<file path="src/sv/sle_pkg.sv">
// Package with the transaction types, action and status codes of the sorted list engine.
`default_nettype none
package sle_pkg;

  localparam logic [2:0] ACT_INSERT    = 3'd0;
  localparam logic [2:0] ACT_DELETE    = 3'd1;
  localparam logic [2:0] ACT_LOOKUP    = 3'd2;
  localparam logic [2:0] ACT_DUMP_FWD  = 3'd3;
  localparam logic [2:0] ACT_DUMP_BWD  = 3'd4;

  localparam logic [1:0] ST_OK       = 2'd0;
  localparam logic [1:0] ST_FULL     = 2'd1;
  localparam logic [1:0] ST_NOTFOUND = 2'd2;
  localparam logic [1:0] ST_EMPTY    = 2'd3;

  typedef struct packed {
    logic [2:0]         action;
    logic signed [31:0] data_value;
  } sle_in_t;

  typedef struct packed {
    logic [1:0]         status;
    logic               found;
    logic signed [31:0] out_value;
    logic [4:0]         entry_count;
    logic               last_item;
  } sle_out_t;

  typedef struct packed {
    logic eq;
    logic gt;
  } sle_cmp_t;

  typedef enum logic [1:0] {
    S_IDLE,
    S_READ,
    S_EXEC,
    S_DONE
  } sle_state_t;

endpackage
`default_nettype wire

</file>
<file path="src/sv/sorted_list_engine.sv">
// Top level of the sorted list engine: sequencer, entry RAM and shared comparator.
//
//  Channel | Signals                          | Direction | Payload
//  --------+----------------------------------+-----------+----------
//  in      | in_valid, in_ready, in_data      | input     | sle_in_t
//  out     | out_valid, out_ready, out_data   | output    | sle_out_t
//
// Each entry read passes through S_READ (address) and S_EXEC (compare); the result then goes
// through S_DONE into the output register. A scan that runs off its end (insert reaching slot 0,
// every delete, a lookup miss) goes from S_READ to S_DONE. Full, empty and undefined actions go
// straight to S_DONE. A dump emits one entry per S_READ, S_EXEC pass and waits while out is stalled.
// Synchronous active-low reset empties the list; RAM contents are not cleared.
// in_ready rises at the edge that registers the last result; a stalled result holds the sequencer.
`default_nettype none
module sorted_list_engine
  import sle_pkg::*;
#(
  parameter int CAPACITY = 16
) (
  input  wire logic clk,
  input  wire logic rst_n,
  input  wire logic in_valid,
  output logic      in_ready,
  input  wire sle_in_t in_data,
  output logic      out_valid,
  input  wire logic out_ready,
  output sle_out_t  out_data
);

  localparam int AW = $clog2(CAPACITY);
  localparam int CW = $clog2(CAPACITY + 1);
  localparam logic [CW-1:0] CAP_C = CW'(CAPACITY);
  localparam logic [CW-1:0] ONE_C = CW'(1);

  sle_state_t state_r, state_nxt;
  logic [2:0]         op_r, op_nxt;
  logic signed [31:0] val_r, val_nxt;
  logic [CW-1:0]      idx_r, idx_nxt;
  logic [CW-1:0]      count_r, count_nxt;
  logic               match_r, match_nxt;
  logic [1:0]         res_status_r, res_status_nxt;
  logic               res_found_r, res_found_nxt;
  logic               out_valid_r, out_valid_nxt;
  sle_out_t           out_data_r, out_data_nxt;

  logic               ram_we;
  logic [AW-1:0]      ram_waddr;
  logic [31:0]        ram_wdata;
  logic [AW-1:0]      ram_raddr;
  logic [31:0]        ram_rdata;
  sle_cmp_t           cmp;

  logic               out_free;
  logic               acc_done;
  logic [1:0]         acc_status;
  logic               scan_end;
  logic               dump_last;
  logic [CW-1:0]      idx_m1;
  logic [CW+4:0]      count_ext;

  assign in_ready  = (state_r == S_IDLE);
  assign out_valid = out_valid_r;
  assign out_data  = out_data_r;
  assign out_free  = !out_valid_r || out_ready;
  assign idx_m1    = idx_r - ONE_C;
  assign count_ext = {5'd0, count_r};

  // Insert walks down from the hole at idx, so it reads the entry just below it.
  assign ram_raddr = (op_r == ACT_INSERT) ? idx_m1[AW-1:0] : idx_r[AW-1:0];

  sle_ram #(
    .WIDTH(32),
    .DEPTH(CAPACITY)
  ) u_ram (
    .clk   (clk),
    .we    (ram_we),
    .waddr (ram_waddr),
    .wdata (ram_wdata),
    .raddr (ram_raddr),
    .rdata (ram_rdata)
  );

  sle_cmp u_cmp (
    .a   ($signed(ram_rdata)),
    .b   (val_r),
    .res (cmp)
  );

  // Decode of a new transaction: which ones finish without touching the RAM.
  always_comb begin
    acc_done   = 1'b0;
    acc_status = ST_OK;
    unique case (in_data.action)
      ACT_INSERT: begin
        acc_done   = (count_r == CAP_C);
        acc_status = ST_FULL;
      end
      ACT_DELETE, ACT_LOOKUP: begin
        acc_done = 1'b0;
      end
      ACT_DUMP_FWD, ACT_DUMP_BWD: begin
        acc_done   = (count_r == '0);
        acc_status = ST_EMPTY;
      end
      default: begin
        acc_done = 1'b1;
      end
    endcase
  end

  always_comb begin
    if (op_r == ACT_INSERT) begin
      scan_end = (idx_r == '0);
    end else begin
      scan_end = (idx_r == count_r);
    end
    if (op_r == ACT_DUMP_FWD) begin
      dump_last = (idx_r == count_r - ONE_C);
    end else begin
      dump_last = (idx_r == '0);
    end
  end

  // Next state.
  always_comb begin
    state_nxt = state_r;
    unique case (state_r)
      S_IDLE: begin
        if (in_valid) begin
          state_nxt = acc_done ? S_DONE : S_READ;
        end
      end
      S_READ: begin
        if ((op_r == ACT_DUMP_FWD) || (op_r == ACT_DUMP_BWD)) begin
          state_nxt = S_EXEC;
        end else if (scan_end) begin
          state_nxt = S_DONE;
        end else begin
          state_nxt = S_EXEC;
        end
      end
      S_EXEC: begin
        unique case (op_r)
          ACT_INSERT: state_nxt = cmp.gt ? S_READ : S_DONE;
          ACT_LOOKUP: state_nxt = cmp.eq ? S_DONE : S_READ;
          ACT_DUMP_FWD, ACT_DUMP_BWD: begin
            if (out_free) begin
              state_nxt = dump_last ? S_IDLE : S_READ;
            end
          end
          default: state_nxt = S_READ;
        endcase
      end
      S_DONE: begin
        if (out_free) begin
          state_nxt = S_IDLE;
        end
      end
      default: state_nxt = S_IDLE;
    endcase
  end

  // Datapath and outputs.
  always_comb begin
    op_nxt         = op_r;
    val_nxt        = val_r;
    idx_nxt        = idx_r;
    count_nxt      = count_r;
    match_nxt      = match_r;
    res_status_nxt = res_status_r;
    res_found_nxt  = res_found_r;
    out_valid_nxt  = out_valid_r && !out_ready;
    out_data_nxt   = out_data_r;
    ram_we         = 1'b0;
    ram_waddr      = idx_r[AW-1:0];
    ram_wdata      = ram_rdata;
    unique case (state_r)
      S_IDLE: begin
        if (in_valid) begin
          op_nxt         = in_data.action;
          val_nxt        = in_data.data_value;
          match_nxt      = 1'b0;
          res_status_nxt = acc_status;
          res_found_nxt  = 1'b0;
          if (in_data.action == ACT_INSERT) begin
            idx_nxt = count_r;
          end else if (in_data.action == ACT_DUMP_BWD) begin
            idx_nxt = count_r - ONE_C;
          end else begin
            idx_nxt = '0;
          end
        end
      end
      S_READ: begin
        if (scan_end) begin
          unique case (op_r)
            ACT_INSERT: begin
              ram_we         = 1'b1;
              ram_waddr      = '0;
              ram_wdata      = val_r;
              count_nxt      = count_r + ONE_C;
              res_status_nxt = ST_OK;
            end
            ACT_DELETE: begin
              if (match_r) begin
                count_nxt      = count_r - ONE_C;
                res_status_nxt = ST_OK;
                res_found_nxt  = 1'b1;
              end else begin
                res_status_nxt = ST_NOTFOUND;
              end
            end
            ACT_LOOKUP: begin
              res_status_nxt = ST_NOTFOUND;
            end
            default: begin
              res_status_nxt = res_status_r;
            end
          endcase
        end
      end
      S_EXEC: begin
        unique case (op_r)
          ACT_INSERT: begin
            ram_we    = 1'b1;
            ram_waddr = idx_r[AW-1:0];
            if (cmp.gt) begin
              ram_wdata = ram_rdata;
              idx_nxt   = idx_m1;
            end else begin
              ram_wdata      = val_r;
              count_nxt      = count_r + ONE_C;
              res_status_nxt = ST_OK;
            end
          end
          ACT_DELETE: begin
            // Past the first match, every entry moves down one slot.
            if (match_r) begin
              ram_we    = 1'b1;
              ram_waddr = idx_m1[AW-1:0];
              ram_wdata = ram_rdata;
            end else if (cmp.eq) begin
              match_nxt = 1'b1;
            end
            idx_nxt = idx_r + ONE_C;
          end
          ACT_LOOKUP: begin
            if (cmp.eq) begin
              res_status_nxt = ST_OK;
              res_found_nxt  = 1'b1;
            end else begin
              idx_nxt = idx_r + ONE_C;
            end
          end
          ACT_DUMP_FWD, ACT_DUMP_BWD: begin
            if (out_free) begin
              out_valid_nxt            = 1'b1;
              out_data_nxt.status      = ST_OK;
              out_data_nxt.found       = 1'b0;
              out_data_nxt.out_value   = $signed(ram_rdata);
              out_data_nxt.entry_count = count_ext[4:0];
              out_data_nxt.last_item   = dump_last;
              idx_nxt = (op_r == ACT_DUMP_FWD) ? idx_r + ONE_C : idx_m1;
            end
          end
          default: begin
            idx_nxt = idx_r;
          end
        endcase
      end
      S_DONE: begin
        if (out_free) begin
          out_valid_nxt            = 1'b1;
          out_data_nxt.status      = res_status_r;
          out_data_nxt.found       = res_found_r;
          out_data_nxt.out_value   = '0;
          out_data_nxt.entry_count = count_ext[4:0];
          out_data_nxt.last_item   = 1'b1;
        end
      end
      default: begin
        out_valid_nxt = out_valid_r && !out_ready;
      end
    endcase
  end

  always_ff @(posedge clk) begin
    if (!rst_n) begin
      state_r     <= S_IDLE;
      count_r     <= '0;
      match_r     <= 1'b0;
      out_valid_r <= 1'b0;
    end else begin
      state_r     <= state_nxt;
      count_r     <= count_nxt;
      match_r     <= match_nxt;
      out_valid_r <= out_valid_nxt;
    end
  end

  always_ff @(posedge clk) begin
    op_r         <= op_nxt;
    val_r        <= val_nxt;
    idx_r        <= idx_nxt;
    res_status_r <= res_status_nxt;
    res_found_r  <= res_found_nxt;
    out_data_r   <= out_data_nxt;
  end

`ifndef SYNTHESIS
  a_count_bound: assert property (@(posedge clk) disable iff (!rst_n)
    count_r <= CAP_C)
    else $error("entry count exceeds capacity");

  a_busy_after_accept: assert property (@(posedge clk) disable iff (!rst_n)
    in_valid && in_ready |=> !in_ready)
    else $error("sequencer idle right after accepting a transaction");

  a_full_only_when_full: assert property (@(posedge clk) disable iff (!rst_n)
    state_r == S_DONE && out_free && res_status_r == ST_FULL |-> count_r == CAP_C)
    else $error("full status issued with free slots");

  a_write_while_busy: assert property (@(posedge clk) disable iff (!rst_n)
    ram_we |-> (state_r == S_READ || state_r == S_EXEC))
    else $error("RAM written outside a scan");
`endif

endmodule
`default_nettype wire

</file>
<file path="src/sv/sle_ram.sv">
// Generic single write port, single read port RAM with registered read data.
`default_nettype none
module sle_ram #(
  parameter int WIDTH = 32,
  parameter int DEPTH = 16
) (
  input  wire logic                     clk,
  input  wire logic                     we,
  input  wire logic [$clog2(DEPTH)-1:0] waddr,
  input  wire logic [WIDTH-1:0]         wdata,
  input  wire logic [$clog2(DEPTH)-1:0] raddr,
  output logic      [WIDTH-1:0]         rdata
);

  logic [WIDTH-1:0] mem [DEPTH];
  logic [WIDTH-1:0] rdata_r;

  always_ff @(posedge clk) begin
    if (we) begin
      mem[waddr] <= wdata;
    end
    rdata_r <= mem[raddr];
  end

  assign rdata = rdata_r;

endmodule
`default_nettype wire

</file>
<file path="src/sv/sle_cmp.sv">
// Shared signed comparator used by the insert, delete and lookup scans of the sequencer.
`default_nettype none
module sle_cmp
  import sle_pkg::*;
(
  input  wire logic signed [31:0] a,
  input  wire logic signed [31:0] b,
  output sle_cmp_t                res
);

  always_comb begin
    res.eq = (a == b);
    res.gt = (a > b);
  end

endmodule
`default_nettype wire

</file>
<file path="config.mk">
export PLATFORM = sky130hd
export DESIGN_NAME = sorted_list_engine
export DESIGN_NICKNAME = d
export VERILOG_FILES = /design/src/sv/sle_pkg.sv /design/src/sv/sorted_list_engine.sv /design/src/sv/sle_ram.sv /design/src/sv/sle_cmp.sv
export SDC_FILE = /design/constraint.sdc
export NUM_CORES = 1
export LEC_CHECK = 0
export BUFFER_PORTS_ARGS = -buffer_cell sky130_fd_sc_hd__buf_2
export CAP_MARGIN = 20
export CORE_MARGIN = 3
export CORE_UTILIZATION = 42
export DETAILED_ROUTE_END_ITERATION = 7
export MAX_ROUTING_LAYER = met4
export SLEW_MARGIN = 30
export SYNTH_ARGS = -nofsm -noshare
export SYNTH_HDL_FRONTEND = slang
export SYNTH_SLANG_ARGS = --single-unit
</file>
<file path="constraint.sdc">
create_clock -name clk -period 9.2 [get_ports clk]
set_input_delay 1.84 -clock clk [delete_from_list [all_inputs] [get_ports clk]]
set_output_delay 1.84 -clock clk [all_outputs]
set_load 0.01 [all_outputs]
</file>
* Word-level counts from Yosys, hierarchy flattened
Memory sizes are Yosys's and may differ from the RTL's. A register that Yosys moved wholly into a read port is not among the register bits.
Index checks and enable logic that the tools add are counted.
W data, S select, Z words.
** Cells by class
- Order comparisons :: 1
- $add $sub $neg :: 4
- Multipliers :: 0
- Muxes and demuxes :: 74
- Bitwise operators :: 0
- Eq/ne operators :: 37
- Divide/modulo/power cells :: 0
- Shift-type cells :: 0
- Reductions and logical operators :: 25
** Operator list (number)
- $mux W32 :: 4
- $mux W41 :: 3
- $pmux W41 S2 :: 1
- $pmux W32 S2 :: 1
- $mux W5 :: 11
- $eq A32 B32 Y1 :: 1
- $gt A32 B32 Y1 :: 1
- $pmux W5 S2 :: 3
- $mux W2 :: 11
- $mux W1 :: 21
- $ne A3 B3 Y1 const B :: 7
- $mux W4 :: 5
- $ne A2 B2 Y1 const B :: 10
- $pmux W5 S4 :: 1
- $pmux W2 S3 :: 3
- $reduce_and A7 Y1 :: 2
- $eq A3 B2 Y1 const B :: 4
- $reduce_and A6 Y1 :: 2
- $add A5 B1 Y5 const B :: 2
- $eq A5 B5 Y1 :: 2
- $logic_not A5 Y1 :: 2
- $sub A5 B1 Y5 const B :: 2
- $pmux W1 S2 :: 4
- $pmux W2 S2 :: 2
- other kinds (23) :: 36
** Storage, ports and cells
- Memories kept :: 1
- Memory bits (read-only) :: 0
- Bits in latches :: 0
- Word-level logic and storage cells :: 156
- Output and inout port bits :: 43
- Input port bits :: 39
- Memory bits (writable) :: 512
- Register bits after elaboration :: 93
** Memory list
- u_ram.mem :: depth 16, width 32, read ports 1, clocked after Yosys merged registers in 1, write ports 1, RTL line sle_ram.sv:15 : logic [WIDTH-1:0] mem [DEPTH];

* Logic depth before layout (Yosys ltp)
- Word-level depth :: 7
- Mapped depth :: 12

* Hierarchy
Synthesis repeated with hierarchy kept, for this count alone.
** Unflattened totals
- Cells, all modules :: 1341
- Area total of the unflattened synthesis :: 25374.3 sq um
** By module, submodules not included
- sle_ram :: cells each 838, area an instance 19835.3 sq um, instances 1, seq. area each 16015.4 sq um
- sorted_list_engine :: cells each 389, area an instance 4694.5 sq um, instances 1, seq. area each 2702.6 sq um
- sle_cmp :: cells each 114, area an instance 844.6 sq um, instances 1, seq. area each 0.0 sq um

* Worst setup path before layout
OpenSTA, ideal clock, no wires.
- Path kind :: input -> register
- From :: in out_ready
- To :: reg out_data_r, in the netlist out_data[0] (enable)
- Slack :: 3694 ps
- Arrival :: 5003 ps
- Library setup time :: 502 ps
- Required time :: 8698 ps
- Cell stages on the path :: 2
- Cells stage by stage :: nand2b_1 a21boi_0
** Between the ends
- Cells in the longest elaborated chain, start to end :: 3
- Elaborated cells on any way between the ends :: 4
- Those cells by class :: eq/ne: 2; reduce/logical: 2
** Ends and longest elaborated chain
- from (decl) :: RTL line sorted_list_engine.sv:26 : input wire logic out_ready,
- $logic_or A1 B1 Y1 (*) :: RTL line sorted_list_engine.sv:64 : assign out_free = !out_valid_r || out_ready;
- $ne A2 B2 Y1 (no source line)
- $reduce_and A4 Y1 (no source line) (*)
- to (signal assigned) :: RTL line sorted_list_engine.sv:307 : out_data_r <= out_data_nxt;
- to (decl) :: RTL line sorted_list_engine.sv:44 : sle_out_t out_data_r, out_data_nxt;
Mark *: on every way between the ends. The rest lies on a longest branch, timed or not.
A chain may end at the register's enable or synchronous reset.

* Final worst setup path
- From :: reg val_r[31]
- To :: mem u_ram.mem[14][13], data pin
** Between the ends
- Cells in the longest elaborated chain, start to end :: 4
** Ends and longest elaborated chain
- from (decl) :: RTL line sorted_list_engine.sv:37 : logic signed [31:0] val_r, val_nxt;
- from (signal assigned) :: RTL line sorted_list_engine.sv:303 : val_r <= val_nxt;
- $gt A32 B32 Y1 :: RTL line sle_cmp.sv:13 : res.gt = (a > b);
- $mux W32 :: RTL line sorted_list_engine.sv:227 : if (cmp.gt) begin
- $mux W32
- $pmux W32 S2 :: RTL line sorted_list_engine.sv:177 : unique case (state_r)
- net ram_wdata[13] :: RTL line sorted_list_engine.sv:48 : logic [31:0] ram_wdata;
- to (decl) :: RTL line sle_ram.sv:15
The timed path passes the listed nets, and every way through them passes these cells.

==> impl_metrics.ini <==
[routing]
wl_per_cell_um = 26.88
route.met3.wl_um = 3848
wl_met2_um = 30310
finalWirelength_um = 64110
num_vias = 13790
ant_nets = 0
drcViolationCount = 0
drt-pass1-iter-count = 6
dr.max_layer_used = met4
vias_per_cell = 5.781
wirelength_met1_um = 28610
drt_iter0_drc = 1577

[place]
place_area_um2 = 27920
gp_congestion = 0.8227
dp_cells = 2260
portBuffers = 81
dp_hpwl_um = 34140
place_ws_ps = 4939

[timing]
clock.fmax_mhz = 244.5
finalMaxSlewViolations = 0
fin_crit_sh = 0.4446
fin_skew_ps = 32.54
setup_tns_ps = 0
period_minus_slack_ps = 4090
worst_pin_slew_ps = 935.4
setup_viol = 0
finalHoldViolations = 0
slew_headroom = 0.3755
timing.final.ws_setup_ps = 5110
rsz0062_at_grt = no

[grt]
grt_max_degree = 88
grt_pass1_wl_um = 94870
antenna_found_initial = 2
first_global_vias = 13900
grt-ovfl-total = 0
grt.total_usage = 0.2022

[finish]
design_area_um2 = 30220
areaGrowthSynthToFinish_pct = 13.97
fin_cells = 2385
nFillCells = 5120
layout-drive-gt1-share = 0.3064
final_nets = 1575

[run_status]
status = finished, final reports clean

[critical_path]
crit_fanout = 24
worstSetupPathType = reg -> reg
crit_chain = inv_1 > ha_1 > and4_1 > nand2_1 > nor4_2 > a211o_2 > a21o_2 > buf_4 > a22oi_2 > o221ai_2
critPathLaunchType = flip-flop
endpoint_kind = flip-flop
critPathArrivalTime_ps = 4370
max_stage_delay_ps = 660
crit_path_top_delay_cell = o221ai_2
required_ps = 9480
worstReg2RegStart = val_r[31]
cp-startpoint = val_r[31]

[clock_tree]
cts_max_level = 3
cts.sinks = 637
cts_resized = 0
clockRootBuffer = clkbuf_16
cts_tree = yes
cts_setup_buffers = 0
hold_buffers = 0
clk_pin_slew_ps = 60
cts_buffer_depth = 3
cts_made_buffers = 67
clock_latency_ps = 610

[yosys]
synth_edf_count = 596
syn_avg_cell_area_um2 = 19.07
yosys.cell_types.count = 66
ys_seq_area_frac = 0.7060
synth_area_um2 = 26510
synthCells = 1390
synth_top_cell_area_share = 0.6750
synth.area.top_cells = edfxtp_1 (68%), mux4_2 (14%), dfxtp_1 (3.1%)
async_flop_share = 0
syn_nets = 1471
synth_flop_cell = edfxtp_1
ys_ff_latch = 637
synth_area_leader_cell = edfxtp_1
ys_warn_count = 0

[job]
cap_violations = 0

[floorplan]
initial_utilization = 0.4273
core-area_um2 = 62050
die_h_um = 257.3
std_cell_rows = 91
die_w_um = 257.3
io_pins = 82
die_area_um2 = 66180

[power_and_ir_drop]
peakVddDrop_v = 0.0001860
p_per_area_nw_per_um2 = 353.8
p_leak_nw = 9.911

[worst_hold_path]
hp-class = reg -> reg
worstHoldStart = res_found_r
-- state kept, by name, summed over array words and instances (netlist names) --
signal and cells:
u_ram.rdata 32, count_r 5, val_r 32, match_r 1, out_data 41, res_status_r 2, op_r 3, idx_r 5
out_valid 1, u_ram.mem 512, state_r 2, res_found_r 1
-- metal layers --
| metal | vias up | track usage |
|---|---|---|
| li1 | 5893 | - |
| met1 | 7273 | 0.2885 |
| met2 | 515 | 0.3062 |
| met3 | 106 | 0.03513 |
| met4 | 0 | 0.04866 |
| met5 | - | - |
-- report_power, final --
group / switching [W] / internal (W) / total (W)
Clock: 0.00111 / 0.00163 / 0.00274
Combinational: 0.00213 / 0.00141 / 0.00353
Sequential: 0.000233 / 0.00419 / 0.00442
-- through the flow --
step | power (W) | hold slack (ps) | utilization
detailed placement | 0.008041 | 535.3 | 0.4500
CTS | 0.01079 | 548.8 | 0.4859
finish | 0.01069 | 546.6 | 0.4869
global placement | 0.007953 | 531.7 | 0.4499
floorplan | 0.007000 | 402.9 | -
global route | 0.01123 | 559.2 | 0.4869
-- synth_stat cells (11+ instances only) --
cell	count
a22oi_1	35
a21oi_1	26
xor2_1	11
ha_1	42
nor2_1	43
buf_6	21
o21ai_0	14
dfxtp_1	41
nor2b_1	33
nand2_1	74
inv_1	43
buf_2	11
nand3_1	15
clkbuf_1	39
edfxtp_1	596
a22oi_2	30
nand2b_1	13
mux4_2	160
o221ai_2	30
-- area by class of cell --
| class | count | area [µm²] | share of cell area |
|---|---|---|---|
| well taps | 837 | 1047 | 0.03466 |
| repair buffers | 112 | 690.7 | 0.02286 |
| clock inverters | 37 | 420.4 | 0.01391 |
| inverters | 46 | 175.2 | 0.005797 |
| diodes | 1 | 2.502 | 0.00008282 |
| clock buffers | 85 | 1805 | 0.05975 |
| flip-flops and latches | 637 | 18720 | 0.6195 |
| multi-input cells | 630 | 7357 | 0.2435 |
-- final timing paths --
check	slack [ps]	end	cells after the start
min reg2reg	550	out_data[38]	1
max reg2reg	5110	u_ram.mem[14][13]	10
max	5110	u_ram.mem[14][13]	10
min	550	out_data[38]	1
-- logic make-up after synthesis --
family,count (synthesis),synth area share
multiplexers,166,0.1382
buffers and inverters,123,0.02412
adder cells (fa/ha/maj),42,0.01982
XOR/XNOR,19,0.006277
AO/OA/AOI/OAI,189,0.06564
AND/OR/NAND/NOR,214,0.03997
flip-flops,637,0.7060
-- cell usage in the layout, fill, tap and decap left out, types with 6 or more instances in the layout --
master and n:
xor2_1 10, xnor2_1 7, clkbuf_16 68, nor2_1 26, and2_1 6, nor2_4 17, mux4_2 160, dfxtp_1 41
nand4_1 6, nor2b_1 33, a22oi_2 30, nand2_1 74, bufinv_16 8, nand2b_1 13, edfxtp_1 596, buf_4 26
a21oi_1 26, nor3_1 7, buf_2 81, o22ai_1 7, clkinv_1 13, mux2i_1 6, ha_1 40, o21ai_0 14
o221ai_2 32, a22oi_1 35, inv_1 41, clkbuf_1 13, clkinv_2 9, nand3_1 15
-- worst max-delay path: cells and delay by family (launching register included) --
family | cells | cell delay, ps
AOI/OAI and AO/OA | 4 | 1470
and+or+nand+nor | 3 | 1020
buffers and inverters | 2 | 570
DFF | 1 | 380
adders and majority gates | 1 | 320
Power figures use the tool's default switching activity.
